### src/hdl/rpn_pkg.sv
`timescale 1ns / 1ps
`default_nettype none
// ----------------------------------------------------------------------------
// RPN evaluator package
// Shared sizes, codes and the command and status bundles between the
// controller and the datapath.
// ----------------------------------------------------------------------------
package rpn_pkg;

  localparam int STACK_DEPTH = 16;
  localparam int DATA_WIDTH  = 32;
  localparam int EXT_WIDTH   = 32;
  localparam int DEPTH_OUT_W = 5;
  localparam int PTR_W       = $clog2(STACK_DEPTH + 1);
  localparam int ADDR_W      = (STACK_DEPTH > 1) ? $clog2(STACK_DEPTH) : 1;

  typedef logic [DATA_WIDTH-1:0] data_t;
  typedef logic [PTR_W-1:0]      ptr_t;
  typedef logic [ADDR_W-1:0]     addr_t;

  typedef enum logic [2:0] {
    OP_PUSH = 3'd0,
    OP_ADD  = 3'd1,
    OP_SUB  = 3'd2,
    OP_MUL  = 3'd3,
    OP_DIV  = 3'd4,
    OP_MOD  = 3'd5,
    OP_POP  = 3'd6,
    OP_BAD  = 3'd7
  } opcode_e;

  typedef enum logic [2:0] {
    ST_OK      = 3'd0,
    ST_MISSING = 3'd1,
    ST_FULL    = 3'd2,
    ST_DIVZERO = 3'd3,
    ST_INVALID = 3'd4
  } status_e;

  typedef enum logic [2:0] {
    RES_ADD = 3'd0,
    RES_SUB = 3'd1,
    RES_MUL = 3'd2,
    RES_QUO = 3'd3,
    RES_REM = 3'd4
  } res_sel_e;

  // Commands from the controller to the datapath.
  typedef struct packed {
    logic     capture;    // latch the token and read the two top entries
    logic     mul_load;   // register the product of the two operands
    logic     div_start;  // launch the divider
    logic     push;       // write the operand at the pointer, pointer up
    logic     wr_result;  // write the result over the second entry, pointer down
    res_sel_e res_sel;
    logic     pop;        // pointer down, hand out the top entry
    logic     out_load;   // load the result register
    status_e  out_status;
  } dp_cmd_t;

  // Status from the datapath to the controller.
  typedef struct packed {
    opcode_e opcode;
    logic    empty;
    logic    below_two;
    logic    full;
    logic    top_zero;
    logic    div_done;
  } dp_stat_t;

  // Bring a 32-bit token value to the stack width, sign-extending or truncating.
  function automatic data_t from_ext(logic [EXT_WIDTH-1:0] v);
    return DATA_WIDTH'($signed(v));
  endfunction

  // Bring a stack entry back to 32 bits, sign-extending or truncating.
  function automatic logic [EXT_WIDTH-1:0] to_ext(data_t d);
    return EXT_WIDTH'($signed(d));
  endfunction

endpackage : rpn_pkg
`default_nettype wire

### src/hdl/rpn_stack_evaluator_core.sv
`timescale 1ns / 1ps
`default_nettype none
// ----------------------------------------------------------------------------
// RPN stack evaluator core
// Reverse-Polish integer evaluator with a bounded operand stack: push,
// add, subtract, multiply, divide, remainder and pop-result tokens.
// ----------------------------------------------------------------------------
//
//   Channel   Handshake              Payload
//   input     in_valid_i/in_stall_o  opcode_i, operand_i
//   output    out_valid_o/out_stall_i status_o, value_valid_o, popped_value_o,
//                                    stack_depth_o
//
// A token passes the execute and finish states before the next transfer;
// divide and remainder also wait on the one-bit-per-cycle divider.
// Tokens are handled one at a time, but a new token is taken while the
// previous result still waits in the output register.
// Reset clears the stack pointer and the handshake state; stack contents are
// not cleared, as only entries below the pointer ever reach a result.
// A stall on the output holds the result; the controller waits for a free
// output register before it commits the next token's stack update.
//
module rpn_stack_evaluator_core (
  input  wire logic                          clk_i,
  input  wire logic                          rst_ni,
  input  wire logic                          in_valid_i,
  output logic                               in_stall_o,
  input  wire logic [2:0]                    opcode_i,
  input  wire logic signed [rpn_pkg::EXT_WIDTH-1:0] operand_i,
  output logic                               out_valid_o,
  input  wire logic                          out_stall_i,
  output logic [2:0]                         status_o,
  output logic                               value_valid_o,
  output logic signed [rpn_pkg::EXT_WIDTH-1:0] popped_value_o,
  output logic [rpn_pkg::DEPTH_OUT_W-1:0]    stack_depth_o
);
  import rpn_pkg::*;

  dp_cmd_t  cmd;
  dp_stat_t stat;

  // The controller sequences each token; the datapath owns all storage.
  rpn_ctrl u_ctrl (
    .clk_i       (clk_i),
    .rst_ni      (rst_ni),
    .in_valid_i  (in_valid_i),
    .in_stall_o  (in_stall_o),
    .out_valid_o (out_valid_o),
    .out_stall_i (out_stall_i),
    .stat_i      (stat),
    .cmd_o       (cmd)
  );

  rpn_dpath u_dpath (
    .clk_i          (clk_i),
    .rst_ni         (rst_ni),
    .opcode_i       (opcode_i),
    .operand_i      (operand_i),
    .cmd_i          (cmd),
    .stat_o         (stat),
    .status_o       (status_o),
    .value_valid_o  (value_valid_o),
    .popped_value_o (popped_value_o),
    .stack_depth_o  (stack_depth_o)
  );

  // A popped value is only ever reported with a good status.
  assert property (@(posedge clk_i) disable iff (!rst_ni)
    out_valid_o && value_valid_o |-> status_o == ST_OK)
    else $error("popped value reported with an error status");

  // Without a popped value the value field reads zero.
  assert property (@(posedge clk_i) disable iff (!rst_ni)
    out_valid_o && !value_valid_o |-> popped_value_o == '0)
    else $error("popped value not zero without a pop");

  // Tokens are handled one at a time: a transfer in closes the input.
  assert property (@(posedge clk_i) disable iff (!rst_ni)
    in_valid_i && !in_stall_o |=> in_stall_o)
    else $error("input taken twice in a row");

  // The reported depth never passes the stack size.
  assert property (@(posedge clk_i) disable iff (!rst_ni)
    out_valid_o |-> 32'(stack_depth_o) <= STACK_DEPTH)
    else $error("stack depth beyond stack size");

endmodule : rpn_stack_evaluator_core
`default_nettype wire

### src/hdl/rpn_div.sv
`timescale 1ns / 1ps
`default_nettype none
// ----------------------------------------------------------------------------
// RPN signed divider
// Restoring divider, one quotient bit per cycle, on magnitudes with the signs
// put back at the end. Quotient truncates toward zero.
// ----------------------------------------------------------------------------
module rpn_div (
  input  wire logic          clk_i,
  input  wire logic          rst_ni,
  input  wire logic          start_i,
  input  wire rpn_pkg::data_t dividend_i,
  input  wire rpn_pkg::data_t divisor_i,
  output logic               done_o,
  output rpn_pkg::data_t     quotient_o,
  output rpn_pkg::data_t     remainder_o
);
  import rpn_pkg::*;

  localparam int CNT_W = $clog2(DATA_WIDTH + 1);

  typedef enum logic [1:0] {
    D_IDLE,
    D_RUN,
    D_FIX
  } div_state_e;

  div_state_e         state_q;
  logic [CNT_W-1:0]   cnt_q;
  logic               done_q;
  data_t              num_q, den_q, rem_q, quo_q, remout_q;
  logic               neg_quo_q, neg_rem_q;

  logic [DATA_WIDTH:0]   shifted;
  logic [DATA_WIDTH+1:0] diff;
  logic                  take;
  data_t                 rem_d;

  assign shifted = {rem_q, num_q[DATA_WIDTH-1]};
  assign diff    = {1'b0, shifted} - {2'b00, den_q};
  assign take    = ~diff[DATA_WIDTH+1];
  assign rem_d   = take ? diff[DATA_WIDTH-1:0] : shifted[DATA_WIDTH-1:0];

  always_ff @(posedge clk_i or negedge rst_ni) begin
    if (!rst_ni) begin
      state_q <= D_IDLE;
      cnt_q   <= '0;
      done_q  <= 1'b0;
    end else begin
      done_q <= 1'b0;
      unique case (state_q)
        D_IDLE: begin
          if (start_i) begin
            cnt_q   <= CNT_W'(DATA_WIDTH);
            state_q <= D_RUN;
          end
        end
        D_RUN: begin
          cnt_q <= cnt_q - 1'b1;
          if (cnt_q == CNT_W'(1)) begin
            state_q <= D_FIX;
          end
        end
        D_FIX: begin
          done_q  <= 1'b1;
          state_q <= D_IDLE;
        end
        default: state_q <= D_IDLE;
      endcase
    end
  end

  always_ff @(posedge clk_i) begin
    if (state_q == D_IDLE && start_i) begin
      num_q     <= dividend_i[DATA_WIDTH-1] ? (~dividend_i + 1'b1) : dividend_i;
      den_q     <= divisor_i[DATA_WIDTH-1] ? (~divisor_i + 1'b1) : divisor_i;
      rem_q     <= '0;
      neg_quo_q <= dividend_i[DATA_WIDTH-1] ^ divisor_i[DATA_WIDTH-1];
      neg_rem_q <= dividend_i[DATA_WIDTH-1];
    end else if (state_q == D_RUN) begin
      rem_q <= rem_d;
      num_q <= {num_q[DATA_WIDTH-2:0], take};
    end else if (state_q == D_FIX) begin
      quo_q    <= neg_quo_q ? (~num_q + 1'b1) : num_q;
      remout_q <= neg_rem_q ? (~rem_q + 1'b1) : rem_q;
    end
  end

  assign done_o      = done_q;
  assign quotient_o  = quo_q;
  assign remainder_o = remout_q;

endmodule : rpn_div
`default_nettype wire

### src/hdl/rpn_dpath.sv
`timescale 1ns / 1ps
`default_nettype none
// ----------------------------------------------------------------------------
// RPN datapath
// Operand stack memory, stack pointer, token latch, adder, multiplier,
// divider and the result register.
// ----------------------------------------------------------------------------
module rpn_dpath (
  input  wire logic                          clk_i,
  input  wire logic                          rst_ni,
  input  wire logic [2:0]                    opcode_i,
  input  wire logic [rpn_pkg::EXT_WIDTH-1:0] operand_i,
  input  wire rpn_pkg::dp_cmd_t              cmd_i,
  output rpn_pkg::dp_stat_t                  stat_o,
  output logic [2:0]                         status_o,
  output logic                               value_valid_o,
  output logic [rpn_pkg::EXT_WIDTH-1:0]      popped_value_o,
  output logic [rpn_pkg::DEPTH_OUT_W-1:0]    stack_depth_o
);
  import rpn_pkg::*;

  data_t   mem_q [STACK_DEPTH];
  ptr_t    sp_q, sp_d;
  opcode_e opcode_q;
  data_t   operand_q;
  data_t   rd_a_q, rd_b_q;    // second entry and top entry
  data_t   product_q;
  data_t   result;
  data_t   quo, rem;
  logic    div_done;

  status_e                  out_status_q;
  logic                     out_vv_q;
  logic [EXT_WIDTH-1:0]     out_pop_q;
  logic [DEPTH_OUT_W-1:0]   out_depth_q;

  rpn_div u_div (
    .clk_i       (clk_i),
    .rst_ni      (rst_ni),
    .start_i     (cmd_i.div_start),
    .dividend_i  (rd_a_q),
    .divisor_i   (rd_b_q),
    .done_o      (div_done),
    .quotient_o  (quo),
    .remainder_o (rem)
  );

  always_comb begin
    case (cmd_i.res_sel)
      RES_ADD: result = rd_a_q + rd_b_q;
      RES_SUB: result = rd_a_q - rd_b_q;
      RES_MUL: result = product_q;
      RES_QUO: result = quo;
      RES_REM: result = rem;
      default: result = rd_a_q + rd_b_q;
    endcase
  end

  always_comb begin
    sp_d = sp_q;
    if (cmd_i.push) begin
      sp_d = sp_q + 1'b1;
    end else if (cmd_i.wr_result || cmd_i.pop) begin
      sp_d = sp_q - 1'b1;
    end
  end

  always_ff @(posedge clk_i or negedge rst_ni) begin
    if (!rst_ni) begin
      sp_q <= '0;
    end else begin
      sp_q <= sp_d;
    end
  end

  // Stack memory: one write port, two registered read ports.
  always_ff @(posedge clk_i) begin
    if (cmd_i.push) begin
      mem_q[ADDR_W'(sp_q)] <= operand_q;
    end else if (cmd_i.wr_result) begin
      mem_q[ADDR_W'(sp_q - PTR_W'(2))] <= result;
    end
    if (cmd_i.capture) begin
      rd_a_q <= mem_q[ADDR_W'(sp_q - PTR_W'(2))];
      rd_b_q <= mem_q[ADDR_W'(sp_q - PTR_W'(1))];
    end
  end

  always_ff @(posedge clk_i) begin
    if (cmd_i.capture) begin
      opcode_q  <= opcode_e'(opcode_i);
      operand_q <= from_ext(operand_i);
    end
    if (cmd_i.mul_load) begin
      product_q <= DATA_WIDTH'(rd_a_q * rd_b_q);
    end
    if (cmd_i.out_load) begin
      out_status_q <= cmd_i.out_status;
      out_vv_q     <= cmd_i.pop;
      out_pop_q    <= cmd_i.pop ? to_ext(rd_b_q) : '0;
      out_depth_q  <= DEPTH_OUT_W'(sp_d);
    end
  end

  assign stat_o.opcode    = opcode_q;
  assign stat_o.empty     = (sp_q == '0);
  assign stat_o.below_two = (sp_q < PTR_W'(2));
  assign stat_o.full      = (sp_q >= PTR_W'(STACK_DEPTH));
  assign stat_o.top_zero  = (rd_b_q == '0);
  assign stat_o.div_done  = div_done;

  assign status_o       = out_status_q;
  assign value_valid_o  = out_vv_q;
  assign popped_value_o = out_pop_q;
  assign stack_depth_o  = out_depth_q;

endmodule : rpn_dpath
`default_nettype wire

### src/hdl/rpn_ctrl.sv
`timescale 1ns / 1ps
`default_nettype none
// ----------------------------------------------------------------------------
// RPN controller
// Token sequencer: takes a token, runs the operation through the datapath
// and hands the result to the output register when it is free.
// ----------------------------------------------------------------------------
module rpn_ctrl (
  input  wire logic          clk_i,
  input  wire logic          rst_ni,
  input  wire logic          in_valid_i,
  output logic               in_stall_o,
  output logic               out_valid_o,
  input  wire logic          out_stall_i,
  input  wire rpn_pkg::dp_stat_t stat_i,
  output rpn_pkg::dp_cmd_t   cmd_o
);
  import rpn_pkg::*;

  typedef enum logic [1:0] {
    S_IDLE,
    S_EXEC,
    S_DIVIDE,
    S_FINISH
  } state_e;

  state_e state_q, state_d;
  logic   out_valid_q;
  logic   slot_free;
  logic   in_take;

  assign slot_free  = ~out_valid_q | ~out_stall_i;
  assign in_stall_o = (state_q != S_IDLE);
  assign in_take    = in_valid_i & (state_q == S_IDLE);

  always_comb begin
    cmd_o            = '0;
    cmd_o.res_sel    = RES_ADD;
    cmd_o.out_status = ST_OK;
    state_d          = state_q;
    unique case (state_q)
      S_IDLE: begin
        if (in_take) begin
          cmd_o.capture = 1'b1;
          state_d       = S_EXEC;
        end
      end
      S_EXEC: begin
        if ((stat_i.opcode inside {OP_DIV, OP_MOD}) && !stat_i.below_two &&
            !stat_i.top_zero) begin
          cmd_o.div_start = 1'b1;
          state_d         = S_DIVIDE;
        end else begin
          cmd_o.mul_load = (stat_i.opcode == OP_MUL);
          state_d        = S_FINISH;
        end
      end
      S_DIVIDE: begin
        if (stat_i.div_done) begin
          state_d = S_FINISH;
        end
      end
      S_FINISH: begin
        if (slot_free) begin
          cmd_o.out_load = 1'b1;
          state_d        = S_IDLE;
          unique case (stat_i.opcode) inside
            OP_PUSH: begin
              if (stat_i.full) begin
                cmd_o.out_status = ST_FULL;
              end else begin
                cmd_o.push = 1'b1;
              end
            end
            OP_ADD, OP_SUB, OP_MUL, OP_DIV, OP_MOD: begin
              if (stat_i.below_two) begin
                cmd_o.out_status = ST_MISSING;
              end else if ((stat_i.opcode == OP_DIV || stat_i.opcode == OP_MOD) &&
                           stat_i.top_zero) begin
                cmd_o.out_status = ST_DIVZERO;
              end else begin
                cmd_o.wr_result = 1'b1;
                unique case (stat_i.opcode)
                  OP_SUB:  cmd_o.res_sel = RES_SUB;
                  OP_MUL:  cmd_o.res_sel = RES_MUL;
                  OP_DIV:  cmd_o.res_sel = RES_QUO;
                  OP_MOD:  cmd_o.res_sel = RES_REM;
                  default: cmd_o.res_sel = RES_ADD;
                endcase
              end
            end
            OP_POP: begin
              if (stat_i.empty) begin
                cmd_o.out_status = ST_MISSING;
              end else begin
                cmd_o.pop = 1'b1;
              end
            end
            default: cmd_o.out_status = ST_INVALID;
          endcase
        end
      end
      default: state_d = S_IDLE;
    endcase
  end

  always_ff @(posedge clk_i or negedge rst_ni) begin
    if (!rst_ni) begin
      state_q     <= S_IDLE;
      out_valid_q <= 1'b0;
    end else begin
      state_q <= state_d;
      if (cmd_o.out_load) begin
        out_valid_q <= 1'b1;
      end else if (!out_stall_i) begin
        out_valid_q <= 1'b0;
      end
    end
  end

  assign out_valid_o = out_valid_q;

endmodule : rpn_ctrl
`default_nettype wire

### config.mk
export PLATFORM = sky130hd
export DESIGN_NAME = rpn_stack_evaluator_core
export DESIGN_NICKNAME = d
export VERILOG_FILES = /design/src/hdl/rpn_pkg.sv /design/src/hdl/rpn_stack_evaluator_core.sv /design/src/hdl/rpn_div.sv /design/src/hdl/rpn_dpath.sv /design/src/hdl/rpn_ctrl.sv
export SDC_FILE = /design/constraint.sdc
export NUM_CORES = 2
export LEC_CHECK = 0
export BUFFER_PORTS_ARGS = -buffer_cell sky130_fd_sc_hd__buf_4
export CAP_MARGIN = 20
export CELL_PAD_IN_SITES_DETAIL_PLACEMENT = 1
export CELL_PAD_IN_SITES_GLOBAL_PLACEMENT = 1
export CORE_MARGIN = 3
export CORE_UTILIZATION = 40
export CTS_CLUSTER_SIZE = 30
export DETAILED_ROUTE_END_ITERATION = 7
export PLACE_DENSITY_LB_ADDON = 0.3
export SYNTH_ARGS = -nofsm -noshare
export SYNTH_HDL_FRONTEND = slang
export SYNTH_SLANG_ARGS = --single-unit
### constraint.sdc
create_clock -name clk_i -period 7 [get_ports clk_i]
set_clock_uncertainty 0.15 [all_clocks]
set_input_delay 1.4 -clock clk_i [delete_from_list [all_inputs] [get_ports clk_i]]
set_output_delay 1.4 -clock clk_i [all_outputs]
set_load 0.03 [all_outputs]
==> load_flow_metrics.sql <==
INSERT INTO impl_metrics (metric_group, metric, value, unit) VALUES
('global_route', 'maximum_number_of_pins_on_one_net_before_global_route_repair', '134', ''),
('detailed_routing', 'via_count', '38632', ''),
('status', 'outcome', 'complete, but fails checks', ''),
('floorplan', 'fp.coreArea', '142600', 'sq um'),
('worst_setup_path', 'required_time_of_the_worst_setup_path', '7300', 'ps'),
('sta', 'worst_pin_slew', '1120', 'ps'),
('detailed_routing', 'routed_via_density', '5.690', ''),
('sta', 'grt_setup_unrepaired', 'true', ''),
('final_layout', 'layout.nets', '5469', ''),
('final_layout', 'filler_cell_count', '14583', ''),
('detailed_routing', 'drt_first_pass_iters', '5', ''),
('floorplan', 'start_util', '40.58', '%'),
('placed_design', 'gp_congestion', '0.8747', ''),
('sta', 'maxSlewHeadroom', '25.37', '%'),
('clocking', 'cts_buffers', '96', ''),
('status', 'failing_checks', 'setup timing', ''),
('worst_setup_path', 'startpoint_type', 'flip-flop', ''),
('sta', 'period_needed', '7280', 'ps'),
('logic_synthesis', 'post_synth_instance_area', '57880', 'sq um'),
('global_route', 'antenna_found_initial', '13', ''),
('worst_setup_path', 'criticalPathCategory', 'flip-flop to flip-flop', ''),
('floorplan', 'dieWidth', '386.4', 'um'),
('detailed_routing', 'routed_wirelength', '184500', 'um'),
('sta', 'final_max_slew_viol_count', '0', ''),
('clocking', 'clk_pin_slew', '60', 'ps'),
('logic_synthesis', 'postSynthRegisterBits', '863', ''),
('logic_synthesis', 'synthArstFlopShare', '1.970', '%'),
('final_layout', 'final_cell_mix', '814 x sky130_fd_sc_hd__edfxtp_1, 492 x sky130_fd_sc_hd__nand2_1, 450 x sky130_fd_sc_hd__inv_1, 405 x sky130_fd_sc_hd__buf_4, 387 x sky130_fd_sc_hd__fa_1', ''),
('detailed_routing', 'route.antenna.remaining_nets', '0', ''),
('global_route', 'wire_length_of_the_first_global_routing_pass', '274000', 'um'),
('floorplan', 'fp.dieH', '386.4', 'um'),
('sta', 'timing.final.crit_share', '104.0', '%'),
('clocking', 'tritoncts_num_sinks', '863', ''),
('sta', 'finalHoldViolations', '0', ''),
('worst_setup_path', 'worstSetupEndpointType', 'flip-flop', ''),
('floorplan', 'die_area', '149300', 'sq um'),
('logic_synthesis', 'synth_edf_count', '814', ''),
('clocking', 'cts_root_buffer', 'sky130_fd_sc_hd__clkbuf_16', ''),
('sta', 'achievable-frequency', '137.4', 'MHz'),
('placed_design', 'dpl.hpwl', '133000', 'um'),
('logic_synthesis', 'yosys_warnings', '0', ''),
('floorplan', 'placement_rows', '138', ''),
('logic_synthesis', 'synth.distinct_cells', '77', ''),
('sta', 'setup_ws', '-280.2', 'ps'),
('clocking', 'clock_tree.buffer_depth', '3', ''),
('detailed_routing', 'drt_iter0_drc', '3653', ''),
('final_layout', 'finalCoreUtilization', '47.30', '%'),
('final_layout', 'share_of_final_layout_standard_cells_stronger_than_drive_strength_1', '22.78', '%'),
('clocking', 'cts_htree_levels', '3', ''),
('sta', 'setup_viol_count_final', '7', ''),
('final_layout', 'area.sequential', '25520', 'sq um'),
('logic_synthesis', 'post_synth_inst_count', '4502', ''),
('final_layout', 'final_common_cell', 'sky130_fd_sc_hd__edfxtp_1', ''),
('detailed_routing', 'wl_per_cell', '27.17', 'um'),
('global_route', 'groute.usage.overall', '24.97', '%'),
('placed_design', 'port_buffers', '81', ''),
('worst_setup_path', 'cp_data_arrival_time', '7580', 'ps'),
('flow_run', 'max_cap_violations', '0', ''),
('logic_synthesis', 'postSynthAreaPerCell', '12.86', 'sq um'),
('logic_synthesis', 'syn_nets', '5154', ''),
('final_layout', 'multi_input_comb_area', '30260', 'sq um'),
('worst_setup_path', 'critPathMaxFanout', '3', ''),
('global_route', 'overflow', '0', ''),
('logic_synthesis', 'synth_flop_type', 'sky130_fd_sc_hd__edfxtp_1', ''),
('floorplan', 'ioPinCount', '82', ''),
('hold_path', 'holdCritPathClass', 'flip-flop to flip-flop', ''),
('logic_synthesis', 'ys_seq_area_share', '44.08', '%'),
('clocking', 'clk-insertion-delay-late', '760', 'ps'),
('final_layout', 'syn_to_final_growth', '16.57', '%'),
('detailed_routing', 'post-route-drc-count', '0', ''),
('global_route', 'grt_pass1_vias', '41239', ''),
('clocking', 'cts_tree', 'done', '');
## worst max-delay path, stage by stage, from the launching register on
cell and delay, ps:
sky130_fd_sc_hd__edfxtp_1 470, sky130_fd_sc_hd__buf_4 180, sky130_fd_sc_hd__and2_1 150, sky130_fd_sc_hd__fa_1 510
sky130_fd_sc_hd__inv_1 50, sky130_fd_sc_hd__fa_1 480, sky130_fd_sc_hd__fa_1 510, sky130_fd_sc_hd__inv_1 60
sky130_fd_sc_hd__fa_1 470, sky130_fd_sc_hd__ha_1 300, sky130_fd_sc_hd__ha_1 290, sky130_fd_sc_hd__inv_1 50
sky130_fd_sc_hd__fa_1 530, sky130_fd_sc_hd__inv_1 70, sky130_fd_sc_hd__fa_1 430, sky130_fd_sc_hd__ha_2 200
sky130_fd_sc_hd__or3_1 370, sky130_fd_sc_hd__o211ai_1 170, sky130_fd_sc_hd__buf_4 160, sky130_fd_sc_hd__a311oi_2 90
sky130_fd_sc_hd__a211o_1 290, sky130_fd_sc_hd__a211o_1 280, sky130_fd_sc_hd__a31oi_2 160, sky130_fd_sc_hd__o21bai_1 120
sky130_fd_sc_hd__a31o_2 220, sky130_fd_sc_hd__a21oi_2 130, sky130_fd_sc_hd__xnor2_1 80
## cells in the mapped netlist (14+ instances only)
cell,instances,share of area (%)
sky130_fd_sc_hd__nand2b_1,22,0.24
sky130_fd_sc_hd__nand3_1,24,0.21
sky130_fd_sc_hd__buf_2,23,0.20
sky130_fd_sc_hd__dfxtp_1,32,1.1
sky130_fd_sc_hd__edfxtp_1,814,42
sky130_fd_sc_hd__o21ai_1,34,0.29
sky130_fd_sc_hd__a21oi_1,129,1.1
sky130_fd_sc_hd__mux4_2,320,12
sky130_fd_sc_hd__nor2b_1,19,0.21
sky130_fd_sc_hd__nand2_1,493,3.2
sky130_fd_sc_hd__nor2_1,128,0.83
sky130_fd_sc_hd__or4_1,14,0.18
sky130_fd_sc_hd__or3_1,46,0.50
sky130_fd_sc_hd__a221oi_1,29,0.44
sky130_fd_sc_hd__xnor2_1,192,2.9
sky130_fd_sc_hd__a21o_1,48,0.62
sky130_fd_sc_hd__clkbuf_1,231,1.5
sky130_fd_sc_hd__dfrtp_1,17,0.74
sky130_fd_sc_hd__inv_1,463,3.0
sky130_fd_sc_hd__ha_1,203,4.4
sky130_fd_sc_hd__and2_1,320,3.5
sky130_fd_sc_hd__nor3_1,16,0.14
sky130_fd_sc_hd__fa_1,410,14
sky130_fd_sc_hd__o21ai_0,126,1.1
sky130_fd_sc_hd__xor2_1,100,1.5
sky130_fd_sc_hd__o31ai_1,53,0.69
sky130_fd_sc_hd__o21a_1,22,0.29
## state kept, by name, indices dropped and copies added (netlist names), 6 cells and up
signal,flops
u_dpath.rd_a_q,32
u_dpath.u_div.rem_q,32
u_dpath.rd_b_q,32
u_dpath.u_div.remainder_o,32
u_dpath.mem_q,512
u_dpath.popped_value_o,32
u_dpath.u_div.num_q,32
u_dpath.u_div.quotient_o,32
u_dpath.operand_q,32
u_dpath.u_div.cnt_q,6
u_dpath.u_div.den_q,32
u_dpath.product_q,32
## final timing paths
path / startpoint / to / slack [ps] / cells after the start
setup / recovery: u_dpath.rd_a_q[6] / u_dpath.product_q[31] / -280 / 26
hold / removal: u_dpath.u_div.cnt_q[5] / u_dpath.u_div.cnt_q[5] / 330 / 1
setup reg to reg: u_dpath.rd_a_q[6] / u_dpath.product_q[31] / -280 / 26
hold reg to reg: u_dpath.u_div.cnt_q[5] / u_dpath.u_div.cnt_q[5] / 330 / 1
max in group asynchronous: rst_ni / u_dpath.sp_q[0] / 6070 / 1
min in group asynchronous: rst_ni / u_dpath.sp_q[2] / 380 / 1
## metal layers
metal / part of all wire, % / GRT usage [%] / vias up
met5: 0 / 0 / -
met4: 2.9 / 7.050 / 0
met3: 6.7 / 3.300 / 258
met2: 49 / 41.61 / 1384
met1: 42 / 34.33 / 20497
li1: - / - / 16493
## cell families after synthesis
kind of cell	share of synthesized area [%]
compound gates	5.924
xor+xnor	4.419
fa+ha+maj	18.57
buf+inv	4.862
flops	44.08
mux	12.54
simple gates	9.607
## per-stage QoR
stage          worst slack [ps]  hold slack (ps)  area (sq um)  TNS, ps  std cells
5_1_grt                  -472.9            371.0         67460    -5266       6789
2_1_floorplan            -115.6            274.4         57980   -115.6       4502
6_report                 -280.2            328.1         67460   -984.6       6790
4_1_cts                  -261.2            328.6         66950    -2735       6772
3_5_place_dp             -352.2            323.0         63380    -1210       6569
3_3_place_gp             -206.2            315.2         63360   -485.1       6568
## layout make-up
| class | instances | area share, % |
|---|---|---|
| clock inverter | 66 | 0.9866 |
| clock buffer | 114 | 3.676 |
| antenna | 1 | 0.003709 |
| sequential | 863 | 37.82 |
| tap | 1890 | 3.505 |
| inverter | 465 | 2.593 |
| timing repair buffer | 488 | 6.565 |
| multi-input combinational | 2903 | 44.85 |
## what timing repair did
| item | CTS | global route |
|---|---|---|
| gates resized for setup | 60 | 95 |
| setup endpoints to repair | 25 | 122 |
| pin swaps | 55 | 78 |
| setup buffers | 23 | 16 |
| hold buffers | 0 | 0 |
| cloned | 1 | 3 |
Power is left out: the tool's default activity adds up to more than one toggle a clock period on the data nets, which glitch-free logic cannot reach.
